File: src/assert_macros.svh
// ----------------------------------------------------------------------------
// assert_macros.svh
// Concurrent assertion macros for the RTL, empty under synthesis.
// ----------------------------------------------------------------------------
`ifndef ASSERT_MACROS_SVH
`define ASSERT_MACROS_SVH
`ifndef SYNTHESIS
`define ASSERT_IMPLY(label, clk, rstn, ante, cons) \
    label: assert property (@(posedge clk) disable iff (!(rstn)) (ante) |-> (cons)) \
        else $error("assertion failed");
`define ASSERT_NEXT(label, clk, rstn, ante, cons) \
    label: assert property (@(posedge clk) disable iff (!(rstn)) (ante) |=> (cons)) \
        else $error("assertion failed");
`else
`define ASSERT_IMPLY(label, clk, rstn, ante, cons)
`define ASSERT_NEXT(label, clk, rstn, ante, cons)
`endif
`endif

File: src/tpp_pkg.sv
// ----------------------------------------------------------------------------
// tpp_pkg
// Shared types and constants of the terminal output post-processing unit.
// ----------------------------------------------------------------------------
package tpp_pkg;

    localparam int COLUMN_WIDTH = 16;
    localparam int QUEUE_DEPTH  = 2;
    localparam int QPTR_W       = $clog2(QUEUE_DEPTH);
    localparam int QCNT_W       = $clog2(QUEUE_DEPTH + 1);
    localparam int CFG_IDX_W    = 3;

    localparam logic [7:0] CH_BS  = 8'h08;
    localparam logic [7:0] CH_TAB = 8'h09;
    localparam logic [7:0] CH_NL  = 8'h0a;
    localparam logic [7:0] CH_CR  = 8'h0d;
    localparam logic [7:0] CH_SP  = 8'h20;
    localparam logic [7:0] CH_DEL = 8'h7f;
    localparam logic [7:0] UTF8_CONT_MASK = 8'hc0;
    localparam logic [7:0] UTF8_CONT_CODE = 8'h80;

    typedef enum logic [CFG_IDX_W-1:0] {
        CFG_POST_ENABLE   = 3'd0,
        CFG_NL_TO_CRNL    = 3'd1,
        CFG_NL_RETURNS    = 3'd2,
        CFG_NO_CR_AT_COL0 = 3'd3,
        CFG_CR_TO_NL      = 3'd4,
        CFG_TAB_EXPAND    = 3'd5,
        CFG_UTF8_MODE     = 3'd6
    } cfg_idx_t;

    typedef struct packed {
        logic post_enable;
        logic nl_to_crnl;
        logic nl_returns;
        logic no_cr_at_col0;
        logic cr_to_nl;
        logic tab_expand;
        logic utf8_mode;
    } cfg_t;

    typedef enum logic [1:0] {
        OP_BYTE   = 2'd0,
        OP_CRNL   = 2'd1,
        OP_SPACES = 2'd2
    } op_t;

    // cnt holds the number of spaces minus one for OP_SPACES
    typedef struct packed {
        op_t        op;
        logic [7:0] data;
        logic [2:0] cnt;
    } cmd_t;

    typedef struct packed {
        logic full;
        logic empty;
    } q_stat_t;

endpackage

File: src/tpp_if.sv
// ----------------------------------------------------------------------------
// tpp_if
// Valid/ready channel interfaces: input bytes, output bytes, config writes.
// ----------------------------------------------------------------------------
interface tpp_byte_in_if;
    logic       valid;
    logic       ready;
    logic [7:0] in_byte;

    modport source (output valid, output in_byte, input ready);
    modport sink   (input valid, input in_byte, output ready);
endinterface

interface tpp_byte_out_if;
    logic       valid;
    logic       ready;
    logic [7:0] out_byte;
    logic       run_last;

    modport source (output valid, output out_byte, output run_last, input ready);
    modport sink   (input valid, input out_byte, input run_last, output ready);
endinterface

interface tpp_cfg_if;
    logic       valid;
    logic       ready;
    logic [2:0] index;
    logic       data;

    modport source (output valid, output index, output data, input ready);
    modport sink   (input valid, input index, input data, output ready);
endinterface

File: src/tpp_front.sv
// ----------------------------------------------------------------------------
// tpp_front
// Accepts input bytes, classifies them, tracks the cursor column and
// pushes one command per surviving byte into the queue.
// ----------------------------------------------------------------------------
module tpp_front (
    input  logic          clk,
    input  logic          rst_n,
    tpp_byte_in_if.sink   char_ch,
    input  tpp_pkg::cfg_t cfg,
    input  logic          q_full,
    output logic          q_push,
    output tpp_pkg::cmd_t q_cmd
);
    import tpp_pkg::*;

    logic [COLUMN_WIDTH-1:0] col_reg;
    logic [COLUMN_WIDTH-1:0] col_next;
    logic                    drop;
    logic                    accept;
    logic                    printable;

    assign char_ch.ready = !q_full;
    assign accept        = char_ch.valid && char_ch.ready;
    assign q_push        = accept && !drop;

    assign printable = (char_ch.in_byte >= CH_SP) && (char_ch.in_byte != CH_DEL)
        && (!cfg.utf8_mode || ((char_ch.in_byte & UTF8_CONT_MASK) != UTF8_CONT_CODE));

    always_comb
    begin
        drop       = 1'b0;
        q_cmd.op   = OP_BYTE;
        q_cmd.data = char_ch.in_byte;
        q_cmd.cnt  = 3'd0;
        col_next   = col_reg;
        if (cfg.post_enable)
        begin
            unique case (char_ch.in_byte)
                CH_NL:
                begin
                    if (cfg.nl_to_crnl)
                    begin
                        q_cmd.op = OP_CRNL;
                        col_next = '0;
                    end
                    else if (cfg.nl_returns)
                    begin
                        col_next = '0;
                    end
                end
                CH_CR:
                begin
                    if (cfg.no_cr_at_col0 && (col_reg == '0))
                    begin
                        drop = 1'b1;
                    end
                    else if (cfg.cr_to_nl)
                    begin
                        q_cmd.data = CH_NL;
                        if (cfg.nl_returns)
                        begin
                            col_next = '0;
                        end
                    end
                    else
                    begin
                        col_next = '0;
                    end
                end
                CH_TAB:
                begin
                    col_next = {col_reg[COLUMN_WIDTH-1:3] + 1'b1, 3'b000};
                    if (cfg.tab_expand)
                    begin
                        q_cmd.op   = OP_SPACES;
                        q_cmd.data = CH_SP;
                        q_cmd.cnt  = ~col_reg[2:0];
                    end
                end
                CH_BS:
                begin
                    if (col_reg != '0)
                    begin
                        col_next = col_reg - 1'b1;
                    end
                end
                default:
                begin
                    if (printable)
                    begin
                        col_next = col_reg + 1'b1;
                    end
                end
            endcase
        end
    end

    always_ff @(posedge clk or negedge rst_n)
    begin
        if (!rst_n)
        begin
            col_reg <= '0;
        end
        else if (accept)
        begin
            col_reg <= col_next;
        end
    end

endmodule

File: src/tpp_queue.sv
// ----------------------------------------------------------------------------
// tpp_queue
// Short command FIFO between the classifier and the byte emitter.
// ----------------------------------------------------------------------------
module tpp_queue (
    input  logic             clk,
    input  logic             rst_n,
    input  logic             push,
    input  tpp_pkg::cmd_t    push_cmd,
    input  logic             pop,
    output tpp_pkg::cmd_t    head,
    output tpp_pkg::q_stat_t stat
);
    import tpp_pkg::*;

    cmd_t              mem [QUEUE_DEPTH];
    logic [QPTR_W-1:0] wr_ptr_reg;
    logic [QPTR_W-1:0] wr_ptr_next;
    logic [QPTR_W-1:0] rd_ptr_reg;
    logic [QPTR_W-1:0] rd_ptr_next;
    logic [QCNT_W-1:0] cnt_reg;
    logic [QCNT_W-1:0] cnt_next;

    assign stat.full  = (cnt_reg == QCNT_W'(QUEUE_DEPTH));
    assign stat.empty = (cnt_reg == '0);
    assign head       = mem[rd_ptr_reg];

    always_comb
    begin
        wr_ptr_next = wr_ptr_reg;
        rd_ptr_next = rd_ptr_reg;
        cnt_next    = cnt_reg;
        if (push)
        begin
            wr_ptr_next = (wr_ptr_reg == QPTR_W'(QUEUE_DEPTH - 1)) ? '0 : wr_ptr_reg + 1'b1;
        end
        if (pop)
        begin
            rd_ptr_next = (rd_ptr_reg == QPTR_W'(QUEUE_DEPTH - 1)) ? '0 : rd_ptr_reg + 1'b1;
        end
        if (push && !pop)
        begin
            cnt_next = cnt_reg + 1'b1;
        end
        else if (pop && !push)
        begin
            cnt_next = cnt_reg - 1'b1;
        end
    end

    always_ff @(posedge clk or negedge rst_n)
    begin
        if (!rst_n)
        begin
            wr_ptr_reg <= '0;
            rd_ptr_reg <= '0;
            cnt_reg    <= '0;
        end
        else
        begin
            wr_ptr_reg <= wr_ptr_next;
            rd_ptr_reg <= rd_ptr_next;
            cnt_reg    <= cnt_next;
        end
    end

    always_ff @(posedge clk)
    begin
        if (push)
        begin
            mem[wr_ptr_reg] <= push_cmd;
        end
    end

endmodule

File: src/tpp_back.sv
// ----------------------------------------------------------------------------
// tpp_back
// Expands queued commands into output bytes, one per cycle while term_ch is
// ready, through a registered output stage.
// ----------------------------------------------------------------------------
module tpp_back (
    input  logic           clk,
    input  logic           rst_n,
    input  tpp_pkg::cmd_t  head,
    input  logic           q_empty,
    output logic           q_pop,
    tpp_byte_out_if.source term_ch
);
    import tpp_pkg::*;

    logic [2:0] idx_reg;
    logic [2:0] idx_next;
    logic       valid_reg;
    logic       valid_next;
    logic [7:0] byte_reg;
    logic       last_reg;
    logic [7:0] byte_sel;
    logic       last_sel;
    logic       load;

    always_comb
    begin
        unique case (head.op)
            OP_CRNL:
            begin
                byte_sel = (idx_reg == '0) ? CH_CR : CH_NL;
                last_sel = (idx_reg != '0);
            end
            OP_SPACES:
            begin
                byte_sel = CH_SP;
                last_sel = (idx_reg == head.cnt);
            end
            default:
            begin
                byte_sel = head.data;
                last_sel = 1'b1;
            end
        endcase
    end

    assign load       = !q_empty && (!valid_reg || term_ch.ready);
    assign q_pop      = load && last_sel;
    assign idx_next   = load ? (last_sel ? 3'd0 : idx_reg + 3'd1) : idx_reg;
    assign valid_next = load || (valid_reg && !term_ch.ready);

    always_ff @(posedge clk or negedge rst_n)
    begin
        if (!rst_n)
        begin
            idx_reg   <= '0;
            valid_reg <= 1'b0;
        end
        else
        begin
            idx_reg   <= idx_next;
            valid_reg <= valid_next;
        end
    end

    always_ff @(posedge clk)
    begin
        if (load)
        begin
            byte_reg <= byte_sel;
            last_reg <= last_sel;
        end
    end

    assign term_ch.valid    = valid_reg;
    assign term_ch.out_byte = byte_reg;
    assign term_ch.run_last = last_reg;

endmodule

File: src/tty_output_postprocess_unit.sv
// ----------------------------------------------------------------------------
// tty_output_postprocess_unit
// Terminal output post-processing: newline/CR translation, tab expansion
// and cursor column tracking.
// ----------------------------------------------------------------------------
// Usage:
//   char_ch  carries raw bytes in; term_ch carries translated bytes out with
//   run_last marking the final byte caused by one input byte. cfg_ch writes
//   the 1-bit mode registers (index 0..6, others ignored); it is always ready.
// Timing:
//   A byte accepted on char_ch is written into the command queue, then
//   loaded into the output register, from which it transfers on term_ch.
//   The emitter produces one output byte per cycle while term_ch is ready;
//   an input byte gives 0..8 output bytes, and the input keeps flowing at
//   one byte per cycle until the two-entry command queue fills. Single-byte
//   traffic runs at one byte per cycle while term_ch is ready.
// Reset:
//   Clears the column, the queue and the output stage; registers return to
//   post-processing on, NL as CR NL, all other modes off.
// Stall:
//   While term_ch is not ready the output byte holds; the queue then fills
//   and char_ch drops ready until space frees.
// ----------------------------------------------------------------------------
`include "assert_macros.svh"

module tty_output_postprocess_unit (
    input  logic           clk,
    input  logic           rst_n,
    tpp_byte_in_if.sink    char_ch,
    tpp_byte_out_if.source term_ch,
    tpp_cfg_if.sink        cfg_ch
);
    import tpp_pkg::*;

    cfg_t    cfg_reg;
    cfg_t    cfg_next;
    cmd_t    push_cmd;
    cmd_t    head;
    logic    q_push;
    logic    q_pop;
    q_stat_t q_stat;

    assign cfg_ch.ready = 1'b1;

    always_comb
    begin
        cfg_next = cfg_reg;
        if (cfg_ch.valid)
        begin
            unique case (cfg_ch.index)
                CFG_POST_ENABLE:   cfg_next.post_enable   = cfg_ch.data;
                CFG_NL_TO_CRNL:    cfg_next.nl_to_crnl    = cfg_ch.data;
                CFG_NL_RETURNS:    cfg_next.nl_returns    = cfg_ch.data;
                CFG_NO_CR_AT_COL0: cfg_next.no_cr_at_col0 = cfg_ch.data;
                CFG_CR_TO_NL:      cfg_next.cr_to_nl      = cfg_ch.data;
                CFG_TAB_EXPAND:    cfg_next.tab_expand    = cfg_ch.data;
                CFG_UTF8_MODE:     cfg_next.utf8_mode     = cfg_ch.data;
                default:           cfg_next = cfg_reg;
            endcase
        end
    end

    always_ff @(posedge clk or negedge rst_n)
    begin
        if (!rst_n)
        begin
            cfg_reg.post_enable   <= 1'b1;
            cfg_reg.nl_to_crnl    <= 1'b1;
            cfg_reg.nl_returns    <= 1'b0;
            cfg_reg.no_cr_at_col0 <= 1'b0;
            cfg_reg.cr_to_nl      <= 1'b0;
            cfg_reg.tab_expand    <= 1'b0;
            cfg_reg.utf8_mode     <= 1'b0;
        end
        else
        begin
            cfg_reg <= cfg_next;
        end
    end

    tpp_front u_front (
        .clk     (clk),
        .rst_n   (rst_n),
        .char_ch (char_ch),
        .cfg     (cfg_reg),
        .q_full  (q_stat.full),
        .q_push  (q_push),
        .q_cmd   (push_cmd)
    );

    tpp_queue u_queue (
        .clk      (clk),
        .rst_n    (rst_n),
        .push     (q_push),
        .push_cmd (push_cmd),
        .pop      (q_pop),
        .head     (head),
        .stat     (q_stat)
    );

    tpp_back u_back (
        .clk     (clk),
        .rst_n   (rst_n),
        .head    (head),
        .q_empty (q_stat.empty),
        .q_pop   (q_pop),
        .term_ch (term_ch)
    );

    `ASSERT_IMPLY(a_no_push_when_full, clk, rst_n, q_push, !q_stat.full)
    `ASSERT_IMPLY(a_no_pop_when_empty, clk, rst_n, q_pop, !q_stat.empty)
    `ASSERT_NEXT(a_push_fills_queue, clk, rst_n, q_push && !q_pop, !q_stat.empty)

endmodule
File: src/flat_wrapper.sv
// flat-port wrapper written by rule: the top's interface ports become plain ports
module tty_output_postprocess_unit_flat import tpp_pkg::*;
  (clk, rst_n, char_ch_valid, char_ch_in_byte, char_ch_ready, term_ch_valid, term_ch_out_byte, term_ch_run_last, term_ch_ready, cfg_ch_valid, cfg_ch_index, cfg_ch_data, cfg_ch_ready);
  tpp_byte_in_if char_ch_i ();
  tpp_byte_out_if term_ch_i ();
  tpp_cfg_if cfg_ch_i ();
  input  logic clk;
  input  logic rst_n;
  input wire logic [$bits(char_ch_i.valid)-1:0] char_ch_valid;
  input wire logic [$bits(char_ch_i.in_byte)-1:0] char_ch_in_byte;
  output wire logic [$bits(char_ch_i.ready)-1:0] char_ch_ready;
  output wire logic [$bits(term_ch_i.valid)-1:0] term_ch_valid;
  output wire logic [$bits(term_ch_i.out_byte)-1:0] term_ch_out_byte;
  output wire logic [$bits(term_ch_i.run_last)-1:0] term_ch_run_last;
  input wire logic [$bits(term_ch_i.ready)-1:0] term_ch_ready;
  input wire logic [$bits(cfg_ch_i.valid)-1:0] cfg_ch_valid;
  input wire logic [$bits(cfg_ch_i.index)-1:0] cfg_ch_index;
  input wire logic [$bits(cfg_ch_i.data)-1:0] cfg_ch_data;
  output wire logic [$bits(cfg_ch_i.ready)-1:0] cfg_ch_ready;
  assign char_ch_i.valid = char_ch_valid;
  assign char_ch_i.in_byte = char_ch_in_byte;
  assign char_ch_ready = char_ch_i.ready;
  assign term_ch_valid = term_ch_i.valid;
  assign term_ch_out_byte = term_ch_i.out_byte;
  assign term_ch_run_last = term_ch_i.run_last;
  assign term_ch_i.ready = term_ch_ready;
  assign cfg_ch_i.valid = cfg_ch_valid;
  assign cfg_ch_i.index = cfg_ch_index;
  assign cfg_ch_i.data = cfg_ch_data;
  assign cfg_ch_ready = cfg_ch_i.ready;
  tty_output_postprocess_unit u_core (.clk(clk), .rst_n(rst_n), .char_ch(char_ch_i), .term_ch(term_ch_i), .cfg_ch(cfg_ch_i));
endmodule
File: config.mk
export PLATFORM = sky130hd
export DESIGN_NAME = tty_output_postprocess_unit_flat
export DESIGN_NICKNAME = d
export VERILOG_FILES = /design/src/tpp_pkg.sv /design/src/tpp_if.sv /design/src/tpp_front.sv /design/src/tpp_queue.sv /design/src/tpp_back.sv /design/src/tty_output_postprocess_unit.sv /design/src/flat_wrapper.sv
export VERILOG_INCLUDE_DIRS = /design/src /design/src/src
export SDC_FILE = /design/constraint.sdc
export NUM_CORES = 1
export LEC_CHECK = 0
export ABC_AREA = 0
export BUFFER_PORTS_ARGS = -buffer_cell sky130_fd_sc_hd__buf_2
export CAP_MARGIN = 15
export CORE_MARGIN = 3
export CORE_UTILIZATION = 61
export CTS_CLUSTER_DIAMETER = 150
export DETAILED_ROUTE_END_ITERATION = 10
export PLACE_DENSITY = 0.8
export SYNTH_ARGS = -nofsm -noshare
export SYNTH_HDL_FRONTEND = slang
export SYNTH_SLANG_ARGS = --single-unit
File: constraint.sdc
create_clock -name clk -period 4.2 [get_ports clk]
set_clock_uncertainty 0.2 [all_clocks]
set_input_delay 0.42 -clock clk [delete_from_list [all_inputs] [get_ports clk]]
set_output_delay 0.42 -clock clk [all_outputs]
set_load 0.02 [all_outputs]
==> results.py <==
metrics = {
    "outcome": {
        "status": "complete, no violations",
    },
    "clocking": {
        "cts_buffer_depth": 2,
        "path_clk_slew_ns": 0.08,
        "h-tree-depth": 3,
        "root_buffer": "clkbuf_8",
        "cts.repair.resized": 0,
        "numCtsBuffers": 9,
        "clk_latency_ns": 0.34,
        "cts_tree": "done",
        "clock_sinks": 66,
    },
    "setup_path": {
        "crit_slowest_cell": "o41ai_1",
        "path_cells": "mux2i_1 > ha_1 > inv_1 > o41ai_1 > nand2_1 > ha_1 > xor2_1 > nor2_1 > xor2_1",
        "worstSetupStartpoint": "u_core.u_queue.rd_ptr_reg$_DFFE_PN0P_",
        "r2r_end": "u_core.u_queue.cnt_reg[1]$_DFFE_PN0P_",
        "path_delay_family": "compound AO/OA/AOI/OAI gates",
        "path_buf_inv": 1,
        "path_class": "flip-flop to flip-flop",
        "r2r_cells": 9,
        "crit_arrival_ns": 3.14,
        "cp.required_ns": 4.27,
        "cpPeakStageDelay_ns": 0.72,
        "r2r_start": "u_core.u_queue.rd_ptr_reg$_DFFE_PN0P_",
        "path_max_fanout": 6,
        "crit_path_end_kind": "flip-flop",
        "start_kind": "flip-flop",
        "reg2reg_setup_slack_ns": 1.13,
    },
    "power_and_ir_drop": {
        "clockPowerShare": 0.243,
        "netSwitchingFraction": 0.356,
        "combPwrFrac": 0.323,
        "ir_drop_uv": 599,
        "intPower_mw": 1.56,
        "power_leakage_nw": 1.66,
        "switching_power_uw": 858,
        "p_seq_frac": 0.434,
        "power_density_nw_per_um2": 556,
    },
    "yosys": {
        "synth_top_family_by_area": "simple AND/OR/NAND/NOR gates",
        "synth_nets": 434,
        "synth_compound_area_frac": 0.149,
        "synth-adder-area-share": 0.0220,
        "synth_xor_area_frac": 0.0220,
        "synthTopCellsByArea": "edfxtp_1, dfrtp_1, mux2i_1",
        "yosys_warnings": 0,
        "ys_seq_area_frac": 0.459,
        "synth.avg_cell_area_sq_um": 9.72,
        "synthArstFlopShare": 0.470,
        "synth_area_leader_cell": "edfxtp_1",
        "ys_ff_latch": 66,
        "synth_cell_types": 63,
        "synth-simple-area-share": 0.234,
        "synth_cells": 410,
        "yosys_most_used_dff": "edfxtp_1",
        "synth_common_cells": "edfxtp_1, nand2_1, dfrtp_1",
        "synth_most_common_cell": "edfxtp_1",
        "syn_area_sq_um": 3990,
        "synth_edf_count": 35,
        "synth.mux.area_fraction": 0.0659,
        "yosysTopAreaCellShare": 0.264,
    },
    "global_route": {
        "busiest_layer": "met2",
        "grtUsageMet1": 0.361,
        "use_met2": 0.420,
        "grt_pass1_wl_mm": 15.5,
        "grt.overflow.total": 0,
        "grt_max_degree": 32,
        "use_met3": 0.0437,
        "antenna_found_initial": 0,
        "grt_use_total": 0.264,
        "grt_pass1_vias": 3201,
    },
    "die": {
        "fp.dieH_um": 86.8,
        "initial_core_util": 0.650,
        "rows": 28,
        "ios": 29,
        "core_sq_um": 6130,
        "dieArea_sq_um": 7540,
        "die_w_um": 86.8,
    },
    "placement": {
        "hpwl_mm": 6.56,
        "place_congestion": 0.966,
        "io_buffers": 27,
        "placedCellCount": 485,
    },
    "min_path": {
        "min_path_cells": 1,
        "hold_start": "char_ch_in_byte[4]",
        "min_path_type": "primary input to flip-flop",
        "min_to": "u_core.u_queue.mem[1][7]$_DFFE_PP_",
    },
    "final_layout": {
        "n_fill_cell": 433,
        "diodes": 0,
        "nNetsFinal": 447,
        "drive_above_1_share": 0.159,
        "largest_reg_flops": 26,
        "fin_cells": 503,
        "area_growth_pct": 9.04,
    },
    "sta": {
        "finalSetupViolations": 0,
        "tightestPinTransition_ns": 1.17,
        "slew_violations": 0,
        "relSlewSlack": 0.214,
        "fin_crit_sh": 0.731,
        "finalSetupTns_ns": 0,
        "grt_setup_unrepaired": "false",
        "hold_viol": 0,
        "fmax_mhz": 326,
        "min_period_ns": 3.07,
    },
    "route": {
        "vias_per_cell": 6.62,
        "wire_per_inst_um": 18.5,
        "dr.pass1.iters": 5,
        "vias": 3331,
        "final_antenna_net_count": 0,
        "drt_wl_total_mm": 9.30,
        "drc": 0,
        "drt_iter0_markers": 493,
    },
    "run": {
        "cap_violations": 0,
    },
}
layout make-up:
cell class | count | area [sq um] | share of cell area
multi-input combinational | 300 | 1970 | 0.452
sequential | 66 | 1830 | 0.421
timing repair buffer | 34 | 194 | 0.0446
clock buffer | 10 | 128 | 0.0294
tap | 75 | 93.8 | 0.0216
clock inverter | 6 | 90.1 | 0.0207
inverter | 12 | 45.0 | 0.0104
worst register-to-register path, stage by stage (launching register included):
cell,delay [ns]
dfrtp_1,0.55
mux2i_1,0.29
ha_1,0.20
inv_1,0.06
o41ai_1,0.72
nand2_1,0.29
ha_1,0.29
xor2_1,0.14
nor2_1,0.11
xor2_1,0.16
metrics by stage:
| stage | hold slack (ns) | instance area [sq um] | setup WS [ns] | total power, mW | util |
|---|---|---|---|---|---|
| 2_1_floorplan | -0.0756 | 3990 | 1.09 | 1.61 | - |
| 3_3_place_gp | 0.273 | 4110 | 1.01 | 1.80 | 0.670 |
| 3_5_place_dp | 0.277 | 4110 | 0.945 | 1.82 | 0.670 |
| 4_1_cts | 0.0960 | 4330 | 1.14 | 2.41 | 0.707 |
| 5_1_grt | 0.0991 | 4350 | 0.873 | 2.55 | 0.709 |
| 6_report | 0.107 | 4350 | 1.13 | 2.41 | 0.709 |
power by group through the flow:
stage	combinational (mW)	sequential [mW]	clock [mW]
2_1_floorplan	0.561	1.05	0
3_3_place_gp	0.747	1.05	0
3_5_place_dp	0.766	1.06	0
4_1_cts	0.773	1.04	0.594
5_1_grt	0.859	1.07	0.624
6_report	0.780	1.05	0.588
layer usage:
metal,vias up,wire (um),share of wire
li1,1559,-,-
met1,1569,3980,0.43
met2,186,4360,0.47
met3,17,816,0.088
met4,0,134,0.014
met5,-,0,0
logic make-up after synthesis:
family,Yosys count
other,1
DFF,66
muxes,25
buffers and inverters,44
and+or+nand+nor,168
adders and majority gates,7
xor gates and xnor gates,10
AOI/OAI and AO/OA,89
how the worst max path moves through the flow:
stage,to,cells past startpoint,slack [ns]
floorplan,u_core.u_queue.cnt_reg[1]$_DFFE_PN0P_,11,1.09
global placement,u_core.u_front.col_reg[14]$_DFFE_PN0P_,11,1.01
detailed placement,u_core.u_front.col_reg[14]$_DFFE_PN0P_,11,0.94
CTS,u_core.u_queue.cnt_reg[1]$_DFFE_PN0P_,9,1.14
global route,u_core.u_queue.cnt_reg[1]$_DFFE_PN0P_,9,0.87
finish,u_core.u_queue.cnt_reg[1]$_DFFE_PN0P_,9,1.13
cells in the final DEF (no fill, tap or decap), types with 13 or more instances in the layout:
cell      count
a21oi_1      22
nor3_1       17
buf_2        27
nand3_1      20
nand2_1      34
mux2i_1      15
o21ai_0      13
edfxtp_1     35
nor2_1       25
dfrtp_1      29
what timing repair did:
| action | 4_1_cts | 5_1_grt |
|---|---|---|
| buffers inserted | 0 | 0 |
| hold buffers | 1 | 0 |
| hold endpoints to repair | 29 | 0 |
| setup endpoints to repair | 0 | 0 |
(Power assumes the default switching activity.)
